$ cat src/rtl/far_pkg.sv
// ----------------------------------------------------------------------------
// far_pkg
// Shared types and codes for the fraction arithmetic block.
// ----------------------------------------------------------------------------
package far_pkg;

  // Operation codes.
  localparam logic [1:0] CMD_ADD = 2'd0;
  localparam logic [1:0] CMD_MUL = 2'd1;
  localparam logic [1:0] CMD_DIV = 2'd2;
  localparam logic [1:0] CMD_BAD = 2'd3;

  // Internal working width and result width.
  localparam int WORK_W = 64;
  localparam int RES_W  = 33;

  // Sequencer states, one-hot.
  typedef enum logic [6:0] {
    ST_IDLE = 7'b0000001,
    ST_GCD  = 7'b0000010,
    ST_FAC  = 7'b0000100,
    ST_MUL  = 7'b0001000,
    ST_PRE  = 7'b0010000,
    ST_RED  = 7'b0100000,
    ST_OUT  = 7'b1000000
  } state_t;

endpackage

$ cat src/rtl/far_if.sv
// ----------------------------------------------------------------------------
// far_in_if / far_out_if / far_cfg_if
// Valid-ready channels of the fraction arithmetic block.
// ----------------------------------------------------------------------------
interface far_in_if #(parameter int W = 16);
  logic         valid;
  logic         ready;
  logic [1:0]   cmd;
  logic [W-1:0] num_a;
  logic [W-1:0] den_a;
  logic [W-1:0] num_b;
  logic [W-1:0] den_b;
  modport source (output valid, cmd, num_a, den_a, num_b, den_b, input ready);
  modport sink   (input valid, cmd, num_a, den_a, num_b, den_b, output ready);
endinterface

interface far_out_if;
  logic        valid;
  logic        ready;
  logic [32:0] res_num;
  logic [32:0] res_den;
  logic        error;
  modport source (output valid, res_num, res_den, error, input ready);
  modport sink   (input valid, res_num, res_den, error, output ready);
endinterface

interface far_cfg_if;
  logic valid;
  logic ready;
  logic data;
  modport source (output valid, data, input ready);
  modport sink   (input valid, data, output ready);
endinterface

$ cat src/rtl/far_divu.sv
// ----------------------------------------------------------------------------
// far_divu
// Bit-serial unsigned divider: one quotient bit per cycle over 64 bits.
// ----------------------------------------------------------------------------
module far_divu (
  input  logic        clk,
  input  logic        rst_n,
  input  logic        start,
  input  logic [63:0] dividend,
  input  logic [63:0] divisor,
  output logic        done,
  output logic [63:0] quot,
  output logic [63:0] rem
);

  logic [63:0] q_r, q_nxt;
  logic [63:0] r_r, r_nxt;
  logic [63:0] d_r, d_nxt;
  logic [6:0]  cnt_r, cnt_nxt;
  logic        busy_r, busy_nxt;
  logic        done_r, done_nxt;
  logic [64:0] trial;

  // Restoring step: shift one dividend bit into the remainder.
  always_comb begin
    q_nxt    = q_r;
    r_nxt    = r_r;
    d_nxt    = d_r;
    cnt_nxt  = cnt_r;
    busy_nxt = busy_r;
    done_nxt = 1'b0;
    trial    = {r_r, q_r[63]} - {1'b0, d_r};
    if (start) begin
      q_nxt    = dividend;
      r_nxt    = '0;
      d_nxt    = divisor;
      cnt_nxt  = 7'd0;
      busy_nxt = 1'b1;
    end else if (busy_r) begin
      if (trial[64]) begin
        r_nxt = {r_r[62:0], q_r[63]};
        q_nxt = {q_r[62:0], 1'b0};
      end else begin
        r_nxt = trial[63:0];
        q_nxt = {q_r[62:0], 1'b1};
      end
      cnt_nxt = cnt_r + 7'd1;
      if (cnt_r == 7'd63) begin
        busy_nxt = 1'b0;
        done_nxt = 1'b1;
      end
    end
  end

  always_ff @(posedge clk) begin
    if (!rst_n) begin
      busy_r <= 1'b0;
      done_r <= 1'b0;
      cnt_r  <= '0;
    end else begin
      busy_r <= busy_nxt;
      done_r <= done_nxt;
      cnt_r  <= cnt_nxt;
    end
    q_r <= q_nxt;
    r_r <= r_nxt;
    d_r <= d_nxt;
  end

  assign done = done_r;
  assign quot = q_r;
  assign rem  = r_r;

endmodule

$ cat src/rtl/far_mulu.sv
// ----------------------------------------------------------------------------
// far_mulu
// Shift-and-add multiplier: one multiplier bit per cycle, 64-bit wrapping.
// ----------------------------------------------------------------------------
module far_mulu (
  input  logic        clk,
  input  logic        rst_n,
  input  logic        start,
  input  logic [63:0] a,
  input  logic [63:0] b,
  output logic        done,
  output logic [63:0] prod
);

  logic [63:0] acc_r, acc_nxt;
  logic [63:0] a_r, a_nxt;
  logic [63:0] b_r, b_nxt;
  logic        busy_r, busy_nxt;
  logic        done_r, done_nxt;

  // Each step adds the shifted multiplicand when the low bit is set.
  always_comb begin
    acc_nxt  = acc_r;
    a_nxt    = a_r;
    b_nxt    = b_r;
    busy_nxt = busy_r;
    done_nxt = 1'b0;
    if (start) begin
      acc_nxt  = '0;
      a_nxt    = a;
      b_nxt    = b;
      busy_nxt = 1'b1;
    end else if (busy_r) begin
      if (b_r == '0) begin
        busy_nxt = 1'b0;
        done_nxt = 1'b1;
      end else begin
        if (b_r[0]) acc_nxt = acc_r + a_r;
        a_nxt = {a_r[62:0], 1'b0};
        b_nxt = {1'b0, b_r[63:1]};
      end
    end
  end

  always_ff @(posedge clk) begin
    if (!rst_n) begin
      busy_r <= 1'b0;
      done_r <= 1'b0;
    end else begin
      busy_r <= busy_nxt;
      done_r <= done_nxt;
    end
    acc_r <= acc_nxt;
    a_r   <= a_nxt;
    b_r   <= b_nxt;
  end

  assign done = done_r;
  assign prod = acc_r;

endmodule

$ cat src/rtl/fraction_arith_reduce.sv
// ----------------------------------------------------------------------------
// fraction_arith_reduce
// Signed fraction add, multiply and divide with gcd reduction.
// ----------------------------------------------------------------------------
// An error beat or an unreduced equal-denominator sum is offered the cycle after
// its input beat. Otherwise the result waits on serial divider and multiplier
// runs: the gcd loop steps, the scale factors, the products and the reduction.
// Throughput: one item at a time; in_ch.ready returns the cycle after the result beat.
// Reset (rst_n low, synchronous) returns to idle and sets red_r, the sum reduction enable, to 1.
module fraction_arith_reduce #(
  parameter int OPERAND_WIDTH = 16
) (
  input logic clk,
  input logic rst_n,
  far_in_if.sink    in_ch,
  far_out_if.source out_ch,
  far_cfg_if.sink   cfg_ch
);

  localparam int W  = OPERAND_WIDTH;
  localparam int XW = far_pkg::WORK_W;

  far_pkg::state_t st_r, st_nxt;

  logic [1:0]    ph_r, ph_nxt;
  logic          run_r, run_nxt;
  logic          red_r, red_nxt;
  logic          err_r, err_nxt;
  logic          lcm_r, lcm_nxt;
  logic [1:0]    cmd_r, cmd_nxt;
  logic [XW-1:0] na_r, na_nxt, da_r, da_nxt, nb_r, nb_nxt, db_r, db_nxt;
  logic [XW-1:0] ga_r, ga_nxt, gb_r, gb_nxt;
  logic [XW-1:0] fa_r, fa_nxt, fb_r, fb_nxt;
  logic [XW-1:0] rn_r, rn_nxt, rd_r, rd_nxt;

  // Sign-extended operands.
  logic [XW-1:0] na_s, da_s, nb_s, db_s;
  assign na_s = {{(XW-W){in_ch.num_a[W-1]}}, in_ch.num_a};
  assign da_s = {{(XW-W){in_ch.den_a[W-1]}}, in_ch.den_a};
  assign nb_s = {{(XW-W){in_ch.num_b[W-1]}}, in_ch.num_b};
  assign db_s = {{(XW-W){in_ch.den_b[W-1]}}, in_ch.den_b};

  function automatic logic [63:0] mag(input logic [63:0] v);
    mag = v[63] ? (64'd0 - v) : v;
  endfunction

  // Shared serial units.
  logic          m_start, m_done;
  logic [XW-1:0] m_a, m_b, m_p;
  logic          d_start, d_done;
  logic [XW-1:0] d_n, d_d, d_q, d_rm;

  far_mulu u_mul (.clk, .rst_n, .start(m_start), .a(m_a), .b(m_b),
                  .done(m_done), .prod(m_p));
  far_divu u_div (.clk, .rst_n, .start(d_start), .dividend(d_n), .divisor(d_d),
                  .done(d_done), .quot(d_q), .rem(d_rm));

  logic accept;
  logic bad_in;
  logic mul_first;
  assign in_ch.ready  = st_r == far_pkg::ST_IDLE;
  assign accept       = in_ch.valid && in_ch.ready;
  assign cfg_ch.ready = 1'b1;
  assign mul_first    = ph_r == 2'd0;
  assign bad_in       = (da_s == '0) || (db_s == '0) || (in_ch.cmd == far_pkg::CMD_BAD) ||
                        ((in_ch.cmd == far_pkg::CMD_DIV) && (nb_s == '0));

  // Sequencer: one unit operation at a time, started when nothing is running
  // and its result taken on the done pulse.
  always_comb begin
    st_nxt  = st_r;
    ph_nxt  = ph_r;
    run_nxt = run_r;
    red_nxt = cfg_ch.valid ? cfg_ch.data : red_r;
    err_nxt = err_r;
    lcm_nxt = lcm_r;
    cmd_nxt = cmd_r;
    na_nxt  = na_r; da_nxt = da_r; nb_nxt = nb_r; db_nxt = db_r;
    ga_nxt  = ga_r; gb_nxt = gb_r;
    fa_nxt  = fa_r; fb_nxt = fb_r;
    rn_nxt  = rn_r; rd_nxt = rd_r;
    m_start = 1'b0; m_a = '0; m_b = '0;
    d_start = 1'b0; d_n = '0; d_d = 64'd1;
    case (st_r)
      far_pkg::ST_IDLE: begin
        if (accept) begin
          cmd_nxt = in_ch.cmd;
          na_nxt  = na_s; da_nxt = da_s; nb_nxt = nb_s; db_nxt = db_s;
          err_nxt = bad_in;
          ph_nxt  = '0;
          if (bad_in) begin
            rn_nxt = '0;
            rd_nxt = 64'd1;
            st_nxt = far_pkg::ST_OUT;
          end else if (in_ch.cmd == far_pkg::CMD_ADD) begin
            if (da_s == db_s) begin
              rn_nxt = na_s + nb_s;
              rd_nxt = da_s;
              st_nxt = red_r ? far_pkg::ST_PRE : far_pkg::ST_OUT;
            end else begin
              ga_nxt  = mag(da_s);
              gb_nxt  = mag(db_s);
              lcm_nxt = 1'b1;
              st_nxt  = far_pkg::ST_GCD;
            end
          end else begin
            st_nxt = far_pkg::ST_MUL;
          end
        end
      end
      // Euclid loop: one division per step, remainder becomes the new divisor.
      far_pkg::ST_GCD: begin
        if (!run_r) begin
          if (gb_r == '0) begin
            ph_nxt = '0;
            if (lcm_r) begin
              st_nxt = far_pkg::ST_FAC;
            end else begin
              st_nxt = far_pkg::ST_RED;
              if (ga_r == '0) ga_nxt = 64'd1;
            end
          end else begin
            d_start = 1'b1; d_n = ga_r; d_d = gb_r;
            run_nxt = 1'b1;
          end
        end else if (d_done) begin
          ga_nxt  = gb_r;
          gb_nxt  = d_rm;
          run_nxt = 1'b0;
        end
      end
      // Common denominator: the two scale factors, then the lcm.
      far_pkg::ST_FAC: begin
        if (!run_r) begin
          run_nxt = 1'b1;
          case (ph_r)
            2'd0: begin
              d_start = 1'b1; d_n = mag(db_r); d_d = ga_r;
            end
            2'd1: begin
              d_start = 1'b1; d_n = mag(da_r); d_d = ga_r;
            end
            default: begin
              m_start = 1'b1; m_a = rd_r; m_b = mag(db_r);
            end
          endcase
        end else if (m_done || d_done) begin
          run_nxt = 1'b0;
          ph_nxt  = ph_r + 2'd1;
          case (ph_r)
            2'd0: fa_nxt = da_r[63] ? 64'd0 - d_q : d_q;
            2'd1: begin
              fb_nxt = db_r[63] ? 64'd0 - d_q : d_q;
              rd_nxt = d_q;
            end
            default: begin
              rd_nxt = m_p;
              ph_nxt = '0;
              st_nxt = far_pkg::ST_MUL;
            end
          endcase
        end
      end
      // Two products: numerator first, then denominator or second term.
      far_pkg::ST_MUL: begin
        if (!run_r) begin
          m_start = 1'b1;
          run_nxt = 1'b1;
          case (cmd_r)
            far_pkg::CMD_ADD: begin
              m_a = mul_first ? na_r : nb_r;
              m_b = mul_first ? fa_r : fb_r;
            end
            far_pkg::CMD_MUL: begin
              m_a = mul_first ? na_r : da_r;
              m_b = mul_first ? nb_r : db_r;
            end
            default: begin
              m_a = mul_first ? na_r : da_r;
              m_b = mul_first ? db_r : nb_r;
            end
          endcase
        end else if (m_done) begin
          run_nxt = 1'b0;
          if (mul_first) begin
            rn_nxt = m_p;
            ph_nxt = 2'd1;
          end else begin
            ph_nxt = '0;
            if (cmd_r == far_pkg::CMD_ADD) begin
              rn_nxt = rn_r + m_p;
              st_nxt = red_r ? far_pkg::ST_PRE : far_pkg::ST_OUT;
            end else begin
              rd_nxt = m_p;
              st_nxt = far_pkg::ST_PRE;
            end
          end
        end
      end
      // Set up the gcd of the result magnitudes.
      far_pkg::ST_PRE: begin
        ga_nxt  = mag(rn_r);
        gb_nxt  = mag(rd_r);
        lcm_nxt = 1'b0;
        st_nxt  = far_pkg::ST_GCD;
      end
      // Divide both parts by the gcd, keeping each sign.
      far_pkg::ST_RED: begin
        if (!run_r) begin
          d_start = 1'b1;
          run_nxt = 1'b1;
          d_n     = mul_first ? mag(rn_r) : mag(rd_r);
          d_d     = ga_r;
        end else if (d_done) begin
          run_nxt = 1'b0;
          if (mul_first) begin
            rn_nxt = rn_r[63] ? 64'd0 - d_q : d_q;
            ph_nxt = 2'd1;
          end else begin
            rd_nxt = rd_r[63] ? 64'd0 - d_q : d_q;
            ph_nxt = '0;
            st_nxt = far_pkg::ST_OUT;
          end
        end
      end
      far_pkg::ST_OUT: begin
        if (out_ch.ready) st_nxt = far_pkg::ST_IDLE;
      end
      default: st_nxt = far_pkg::ST_IDLE;
    endcase
  end

  // Control registers are reset; the datapath is loaded before use.
  always_ff @(posedge clk) begin
    if (!rst_n) begin
      st_r  <= far_pkg::ST_IDLE;
      ph_r  <= '0;
      run_r <= 1'b0;
      red_r <= 1'b1;
      err_r <= 1'b0;
      lcm_r <= 1'b0;
    end else begin
      st_r  <= st_nxt;
      ph_r  <= ph_nxt;
      run_r <= run_nxt;
      red_r <= red_nxt;
      err_r <= err_nxt;
      lcm_r <= lcm_nxt;
    end
    cmd_r <= cmd_nxt;
    na_r  <= na_nxt;
    da_r  <= da_nxt;
    nb_r  <= nb_nxt;
    db_r  <= db_nxt;
    ga_r  <= ga_nxt;
    gb_r  <= gb_nxt;
    fa_r  <= fa_nxt;
    fb_r  <= fb_nxt;
    rn_r  <= rn_nxt;
    rd_r  <= rd_nxt;
  end

  // Result beat.
  assign out_ch.valid   = st_r == far_pkg::ST_OUT;
  assign out_ch.res_num = rn_r[far_pkg::RES_W-1:0];
  assign out_ch.res_den = rd_r[far_pkg::RES_W-1:0];
  assign out_ch.error   = err_r;

endmodule
$ cat src/flat_wrapper.sv
// flat-port wrapper written by rule: the top's interface ports become plain ports
module fraction_arith_reduce_flat 
#(
  parameter int OPERAND_WIDTH = 16
)
  (clk, rst_n, in_ch_valid, in_ch_cmd, in_ch_num_a, in_ch_den_a, in_ch_num_b, in_ch_den_b, in_ch_ready, out_ch_valid, out_ch_res_num, out_ch_res_den, out_ch_error, out_ch_ready, cfg_ch_valid, cfg_ch_data, cfg_ch_ready);
  far_in_if in_ch_i ();
  far_out_if out_ch_i ();
  far_cfg_if cfg_ch_i ();
  input logic clk;
  input logic rst_n;
  input wire logic [$bits(in_ch_i.valid)-1:0] in_ch_valid;
  input wire logic [$bits(in_ch_i.cmd)-1:0] in_ch_cmd;
  input wire logic [$bits(in_ch_i.num_a)-1:0] in_ch_num_a;
  input wire logic [$bits(in_ch_i.den_a)-1:0] in_ch_den_a;
  input wire logic [$bits(in_ch_i.num_b)-1:0] in_ch_num_b;
  input wire logic [$bits(in_ch_i.den_b)-1:0] in_ch_den_b;
  output wire logic [$bits(in_ch_i.ready)-1:0] in_ch_ready;
  output wire logic [$bits(out_ch_i.valid)-1:0] out_ch_valid;
  output wire logic [$bits(out_ch_i.res_num)-1:0] out_ch_res_num;
  output wire logic [$bits(out_ch_i.res_den)-1:0] out_ch_res_den;
  output wire logic [$bits(out_ch_i.error)-1:0] out_ch_error;
  input wire logic [$bits(out_ch_i.ready)-1:0] out_ch_ready;
  input wire logic [$bits(cfg_ch_i.valid)-1:0] cfg_ch_valid;
  input wire logic [$bits(cfg_ch_i.data)-1:0] cfg_ch_data;
  output wire logic [$bits(cfg_ch_i.ready)-1:0] cfg_ch_ready;
  assign in_ch_i.valid = in_ch_valid;
  assign in_ch_i.cmd = in_ch_cmd;
  assign in_ch_i.num_a = in_ch_num_a;
  assign in_ch_i.den_a = in_ch_den_a;
  assign in_ch_i.num_b = in_ch_num_b;
  assign in_ch_i.den_b = in_ch_den_b;
  assign in_ch_ready = in_ch_i.ready;
  assign out_ch_valid = out_ch_i.valid;
  assign out_ch_res_num = out_ch_i.res_num;
  assign out_ch_res_den = out_ch_i.res_den;
  assign out_ch_error = out_ch_i.error;
  assign out_ch_i.ready = out_ch_ready;
  assign cfg_ch_i.valid = cfg_ch_valid;
  assign cfg_ch_i.data = cfg_ch_data;
  assign cfg_ch_ready = cfg_ch_i.ready;
  fraction_arith_reduce #(.OPERAND_WIDTH(OPERAND_WIDTH)) u_core (.clk(clk), .rst_n(rst_n), .in_ch(in_ch_i), .out_ch(out_ch_i), .cfg_ch(cfg_ch_i));
endmodule
$ cat config.mk
export PLATFORM = sky130hd
export DESIGN_NAME = fraction_arith_reduce_flat
export DESIGN_NICKNAME = d
export VERILOG_FILES = /design/src/rtl/far_pkg.sv /design/src/rtl/far_if.sv /design/src/rtl/far_divu.sv /design/src/rtl/far_mulu.sv /design/src/rtl/fraction_arith_reduce.sv /design/src/flat_wrapper.sv
export SDC_FILE = /design/constraint.sdc
export NUM_CORES = 2
export LEC_CHECK = 0
export BUFFER_PORTS_ARGS = -buffer_cell sky130_fd_sc_hd__buf_2
export CAP_MARGIN = 25
export CORE_MARGIN = 2
export CORE_UTILIZATION = 30
export CTS_BUF_LIST = sky130_fd_sc_hd__clkbuf_2 sky130_fd_sc_hd__clkbuf_4 sky130_fd_sc_hd__clkbuf_8
export DETAILED_ROUTE_END_ITERATION = 8
export MAX_ROUTING_LAYER = met4
export PLACE_DENSITY = 0.44
export REMOVE_ABC_BUFFERS = 1
export SLEW_MARGIN = 0
export SYNTH_ARGS = -nofsm -noshare
export SYNTH_HDL_FRONTEND = slang
export SYNTH_SLANG_ARGS = --single-unit
export TNS_END_PERCENT = 100
$ cat constraint.sdc
create_clock -name clk -period 17.7 [get_ports clk]
set_input_delay 0 -clock clk [delete_from_list [all_inputs] [get_ports clk]]
set_output_delay 0 -clock clk [all_outputs]
set_load 0.03 [all_outputs]
=== After elaboration in Yosys (flattened, before gate mapping) ===
Cells that the tools add are included.

* Mux-type cells: 154
* Equal/unequal tests: 42
* Reduce and logical (&&, ||, !) cells: 39
* Bitwise operators: 4
* $add $sub $neg: 13

{| class="wikitable"
|+ Operator list
! cell !! count
|-
| $mux W64 || 80
|-
| $pmux W64 S3 || 5
|-
| $pmux W64 S2 || 5
|-
| $logic_not A64 Y1 || 6
|-
| $pmux W64 S4 || 1
|-
| $sub A1 B64 Y64 const A || 3
|-
| $add A64 B64 Y64 || 2
|-
| $mux W7 || 18
|-
| $sub A1 B16 Y17 const A || 4
|-
| $sub A65 B64 Y65 || 1
|-
| $eq A64 B64 Y1 || 1
|-
| $pmux W7 S7 || 1
|-
| $mux W1 || 28
|-
| $ne A2 B2 Y1 const B || 13
|-
| $mux W2 || 10
|-
| $reduce_and A10 Y1 || 2
|-
| $ne A2 B1 Y1 const B || 9
|-
| $add A16 B16 Y17 || 1
|-
| $eq A7 B6 Y1 const B || 2
|-
| $reduce_and A14 Y1 || 1
|-
| $reduce_and A13 Y1 || 1
|-
| $pmux W2 S5 || 1
|-
| $ne A3 B1 Y1 const B || 3
|-
| $ne A3 B3 Y1 const B || 3
|-
| 31 further kinds || 51
|}

* Register bits after elaboration: 858
* Output and inout bits: 70
* Input bits: 72
* Logic and storage cells: 280

=== Longest topological paths before layout ===
* Depth after elaboration: 7
* Gate-level depth with buffers: 17
* Depth with buffers taken out: 14

=== Modules after synthesis ===
Synthesis repeated with hierarchy kept, for this count alone.

* Cell total of the unflattened synthesis: 6656
* Area total of the unflattened synthesis: 59928.7 sq um

{| class="wikitable"
|+ Modules (own cells, without submodules)
! module !! area an instance (sq um) !! times used !! sequential area each (sq um) !! cells an instance
|-
| fraction_arith_reduce || 36523.8 || 1 || 13773.2 || 4375
|-
| far_divu || 11795.1 || 1 || 5305.1 || 1173
|-
| far_mulu || 11609.9 || 1 || 5165.0 || 1108
|}

=== Worst setup path after synthesis ===
OpenSTA, ideal clock, no wires.

* Path kind: input to register
* Start point: input in_ch_den_a[3]
* End point: register u_core.rd_r[0], enable pin
* Slack: 8407 ps
* Buffers on the path: 1
* Setup time: 666 ps
* Required time: 17034 ps
* Cell stages on the path: 7
* Arrival time: 8627 ps
* Cell sequence: clkbuf_1 > or4_1 > or4_1 > o221ai_1 > o21ai_0 > a211oi_1 > nor4b_1

* Cells in the longest elaborated chain, start to end: 6
* Elaborated cells on any way between the ends: 8
* Those cells by class: 3 x eq/ne; 5 x reduce/logical

{| class="wikitable"
|+ RTL lines
! what !! line !! RTL
|-
| start: declaration || flat_wrapper.sv:15 || <nowiki>input wire logic [$bits(in_ch_i.den_a)-1:0] in_ch_den_a;</nowiki>
|-
| $logic_not A64 Y1 || fraction_arith_reduce.sv:65 || <nowiki>assign bad_in = (da_s == '0) || (db_s == '0) || (in_ch.cmd == far_pkg::CMD_BAD) ||</nowiki>
|-
| $logic_or A1 B1 Y1 (3 in a row) || fraction_arith_reduce.sv:65 ||
|-
| $ne A3 B3 Y1 (no line) || n/a ||
|-
| $reduce_and A14 Y1 (no line) (*) || n/a ||
|-
| end signal: assignment || fraction_arith_reduce.sv:260 || <nowiki>rd_r <= rd_nxt;</nowiki>
|-
| end: declaration || fraction_arith_reduce.sv:34 || <nowiki>logic [XW-1:0] rn_r, rn_nxt, rd_r, rd_nxt;</nowiki>
|}

Every way passes the cells marked *; elsewhere a longest branch is shown, timed or not.
A chain may end at the register's enable or synchronous reset.

=== Worst setup path after layout ===
* Start point: register u_core.u_div.q_r[0] (netlist: u_core.u_div.quot[0])
* End point: register u_core.rd_r[63] (data pin)

* Cells in the longest elaborated chain, start to end: 6

{| class="wikitable"
|+ RTL lines
! what !! line !! RTL
|-
| start: declaration || far_divu.sv:16 || <nowiki>logic [63:0] q_r, q_nxt;</nowiki>
|-
| start signal: assignment || far_divu.sv:65 || <nowiki>q_r <= q_nxt;</nowiki>
|-
| $sub A1 B64 Y64 || fraction_arith_reduce.sv:220 || <nowiki>rd_nxt = rd_r[63] ? 64'd0 - d_q : d_q;</nowiki>
|-
| $mux W64 || fraction_arith_reduce.sv:220 ||
|-
| $mux W64 || fraction_arith_reduce.sv:216 || <nowiki>if (mul_first) begin</nowiki>
|-
| $mux W64 || fraction_arith_reduce.sv:214 || <nowiki>end else if (d_done) begin</nowiki>
|-
| $mux W64 || fraction_arith_reduce.sv:209 || <nowiki>if (!run_r) begin</nowiki>
|-
| $pmux W64 S4 || fraction_arith_reduce.sv:84 || <nowiki>case (st_r)</nowiki>
|-
| net u_core.rd_nxt[63] || fraction_arith_reduce.sv:34 ||
|}

The timed path passes the listed nets, and every way through them passes these cells. The select of a mux whose other input is x is not followed.

==> metrics <==
crit-path leading delay family simple AND/OR/NAND/NOR gates; vias per cell 5.682; Netlist cell types 92; Slew @ Worst Pin 1120 ps; startpoint types flop; outcome finished, final reports clean; XOR/XNOR share of the synthesized area 8.875%; RSZ-0062 raised after global routing no; mux cell area share after synthesis 2.683%; number of synthesized flops with an enable pin 706; CP Cell Sequence or3_1 > nor4_4 > nand4b_1 > nand2b_4 > or3b_4 > or3_1 > or3b_4 > nand2_1 > xnor2_1 > buf_4 > o21ai_1; final worst slack 12,610 ps; placed cells 8,826; final wirelength 253.9 mm; post-synthesis simple-gate area fraction between 10% and 20%; Die ar. 199,300 µm²; mapped cell area slightly below 60,000 µm²; first-pass GRT wire length ~360 mm; Mapped Cells 6,498; ys async rst share 0%; required time worst endpoint 18,360 ps; min cycle time layout 5087 ps; Die Wd 446.4 µm; Max Buffers Root-to-Sink 3; DP HPWL roughly 190 mm; Main synth FF type edfxtp_1; post-route met1 wirelength about 120 mm; WP data arrival 5740 ps; DR iter-0 viols roughly 5.7k; vias in the first global route 49.83k; Worst Setup Path Type reg -> reg; Die H 446.4 µm; slowest CP cell edfxtp_1; peak supply drop 138.4 µV; # IOs 142; Synth Area in Compound Gates 20.47%; Max FO, Critical Path 11; DRC errors left 0; Hold Crit Class in -> reg; WL met3 20.79 mm; worst skew pair latency roughly 960 ps; syn_area_per_cell 9.036 µm²; Worst Skew between 60 and 70 ps; Post-DRT Antenna Nets 0; dpl ws 12,580 ps; Root Buffer clkbuf_8; DR vias 52.83k; antenna violations before repair 5; P_leak ~25 nW; kind of end point of the critical path flop; worst hold slack between 90 and 100 ps; register bit total from synthesis around 860; drt pass-1 iters 9; clock sinks approximately 860; CP peak stage delay 640 ps; pwr dens ~180 nW/µm²; GRT Resource Usage Total 25.44%; Routed WL per cell about 27 µm; clock transition at the registers of the reported paths 60 ps; CTS tree built; gpl congestion 0.9741; nets 6,810; Post-Layout Cell Count between 9k and 10k; MaxCap Viol Count 0; largest net degree at the start of global routing 114; total negative slack 0 ps; Rel. slew slack 24.67%; Highest Signal Layer met4; Routed met2 length 103.9 mm; final slew viol count 0; initial core utilization 30.14%; layout cells sized above 1 ~9.3%; CTS Buf Count 171; largest family of logic cells by synthesized area compound AO/OA/AOI/OAI gates; post-synthesis adder-cell area fraction 4.696%; fin crit share 28.74%; synth-to-layout area growth 12.90%; GRT overflow 0; WP buf/inv 1; Setup violations, final 0; post_cts resized 0; core area between 150,000 and 200,000 µm²; Yosys warning count 0; final hold violation count 0; H-tree depth 4; sequential fraction of the synthesis area 41.29%; Std-Cell Rows 162; Port Buffers 140; overall power between 10 and 15 mW; maximum clock rate approximately 200 MHz
==> where the power goes <==
| part | internal [mW] | leakage, nW | switching, mW |
|---|---|---|---|
| logic | 2.00 | 15.7 | 3.75 |
| registers | 2.88 | 7.77 | 1.09 |
| clock network | 1.12 | 1.80 | 0.993 |
==> Yosys cell counts, drive strengths merged (38+ instances only) <==
library cell	instances	area [µm²]
edfxtp	706	21200
o211ai	40	300.3
a21o	117	878.3
xnor2	320	2803
a221o	38	380.4
mux2i	136	1361
a22o	139	1217
or3	82	538.0
inv	159	596.8
nand2	942	3538
a221oi	45	394.1
and3	46	287.8
o22ai	38	237.7
nand2b	41	264.0
o21bai	44	330.3
nor2b	38	237.7
o31ai	54	405.4
a21oi	476	2382
buf	150	847.1
dfxtp	152	3043
o221ai	50	437.9
nor2	388	1456
nand4	79	494.2
ha	214	2678
xor2	275	2409
clkbuf	390	1466
a211oi	59	442.9
o21ai	456	2282
or4	45	345.3
nor4	89	593.1
nand3	216	1081
nor3	78	390.4
==> per-stage QoR <==
stage,area (µm²),utilization [%]
after global placement,61390,31.52
after floorplan,56400,-
after CTS,66260,34.02
after detailed placement,61420,31.53
final,66290,34.03
after global routing,66280,34.03
==> worst paths after layout <==
path                                            from           endpoint  slack (ps)  cells past startpoint
worst min register to register   u_core.u_mul.busy_r  u_core.u_mul.done         490                      2
worst min-delay path                  in_ch_num_a[0]     u_core.rn_r[0]          90                      4
worst max-delay path            u_core.u_div.quot[0]    u_core.rd_r[63]       12610                     11
worst max register to register  u_core.u_div.quot[0]    u_core.rd_r[63]       12610                     11
==> cell families (layout without fill, tap and decap cells) <==
kind of cell             Yosys count  after routing
AO/OA/AOI/OAI                   1831           1831
XOR/XNOR                         595            595
adder cells (fa/ha/maj)          218            218
buffers and inverters            699            866
flip-flops                       858            858
multiplexers                     146            146
other                              1             11
AND/OR/NAND/NOR                 2150           2150
==> layout make-up <==
class | instances | area, µm²
antenna | 10 | 25.02
clock buffer | 239 | 2945
clock inverter | 79 | 460.4
fill | 20082 | 128500
inverter | 159 | 599.3
multi-input combinational | 4941 | 31800
sequential | 858 | 24250
tap | 2624 | 3283
timing repair buffer | 389 | 2935
==> placed cells by master, fill, tap and decap left out, drive strengths merged, types with 50 or more instances in the layout <==
cell type	count
a211oi	59
inv	167
nand3	216
xnor2	320
buf	244
mux2i	136
o21ai	456
or3	82
nand4	79
xor2	275
clkbuf	240
o31ai	54
nor4	89
a21oi	476
edfxtp	706
nor3	78
clkinv	65
dlygate4sd3	144
a21o	117
a22o	139
nand2	942
nor2	388
o221ai	50
dfxtp	152
ha	214
==> worst reg2reg max path, delay by kind of cell (launching register included) <==
kind / cells / cell delay (ps)
AOI/OAI and AO/OA: 1 / 90
DFF: 1 / 640
buffers and inverters: 1 / 250
and+or+nand+nor: 8 / 3640
xor gates and xnor gates: 1 / 230
==> per-layer routing <==
| layer | vias up | GRT usage, % |
|---|---|---|
| met1 | 26197 | 36.83 |
| met5 | - | - |
| met3 | 357 | 4.785 |
| met2 | 2186 | 34.95 |
| met4 | 0 | 8.927 |
| li1 | 24093 | - |
==> repair_timing <==
item                                    in CTS  in global routing
endpoints found under the setup margin       0                  0
hold endpoints to repair                   260                  0
buffers inserted                             0                  0
hold buffers                               144                  0
Note: power is estimated with default switching activity, not from simulation.
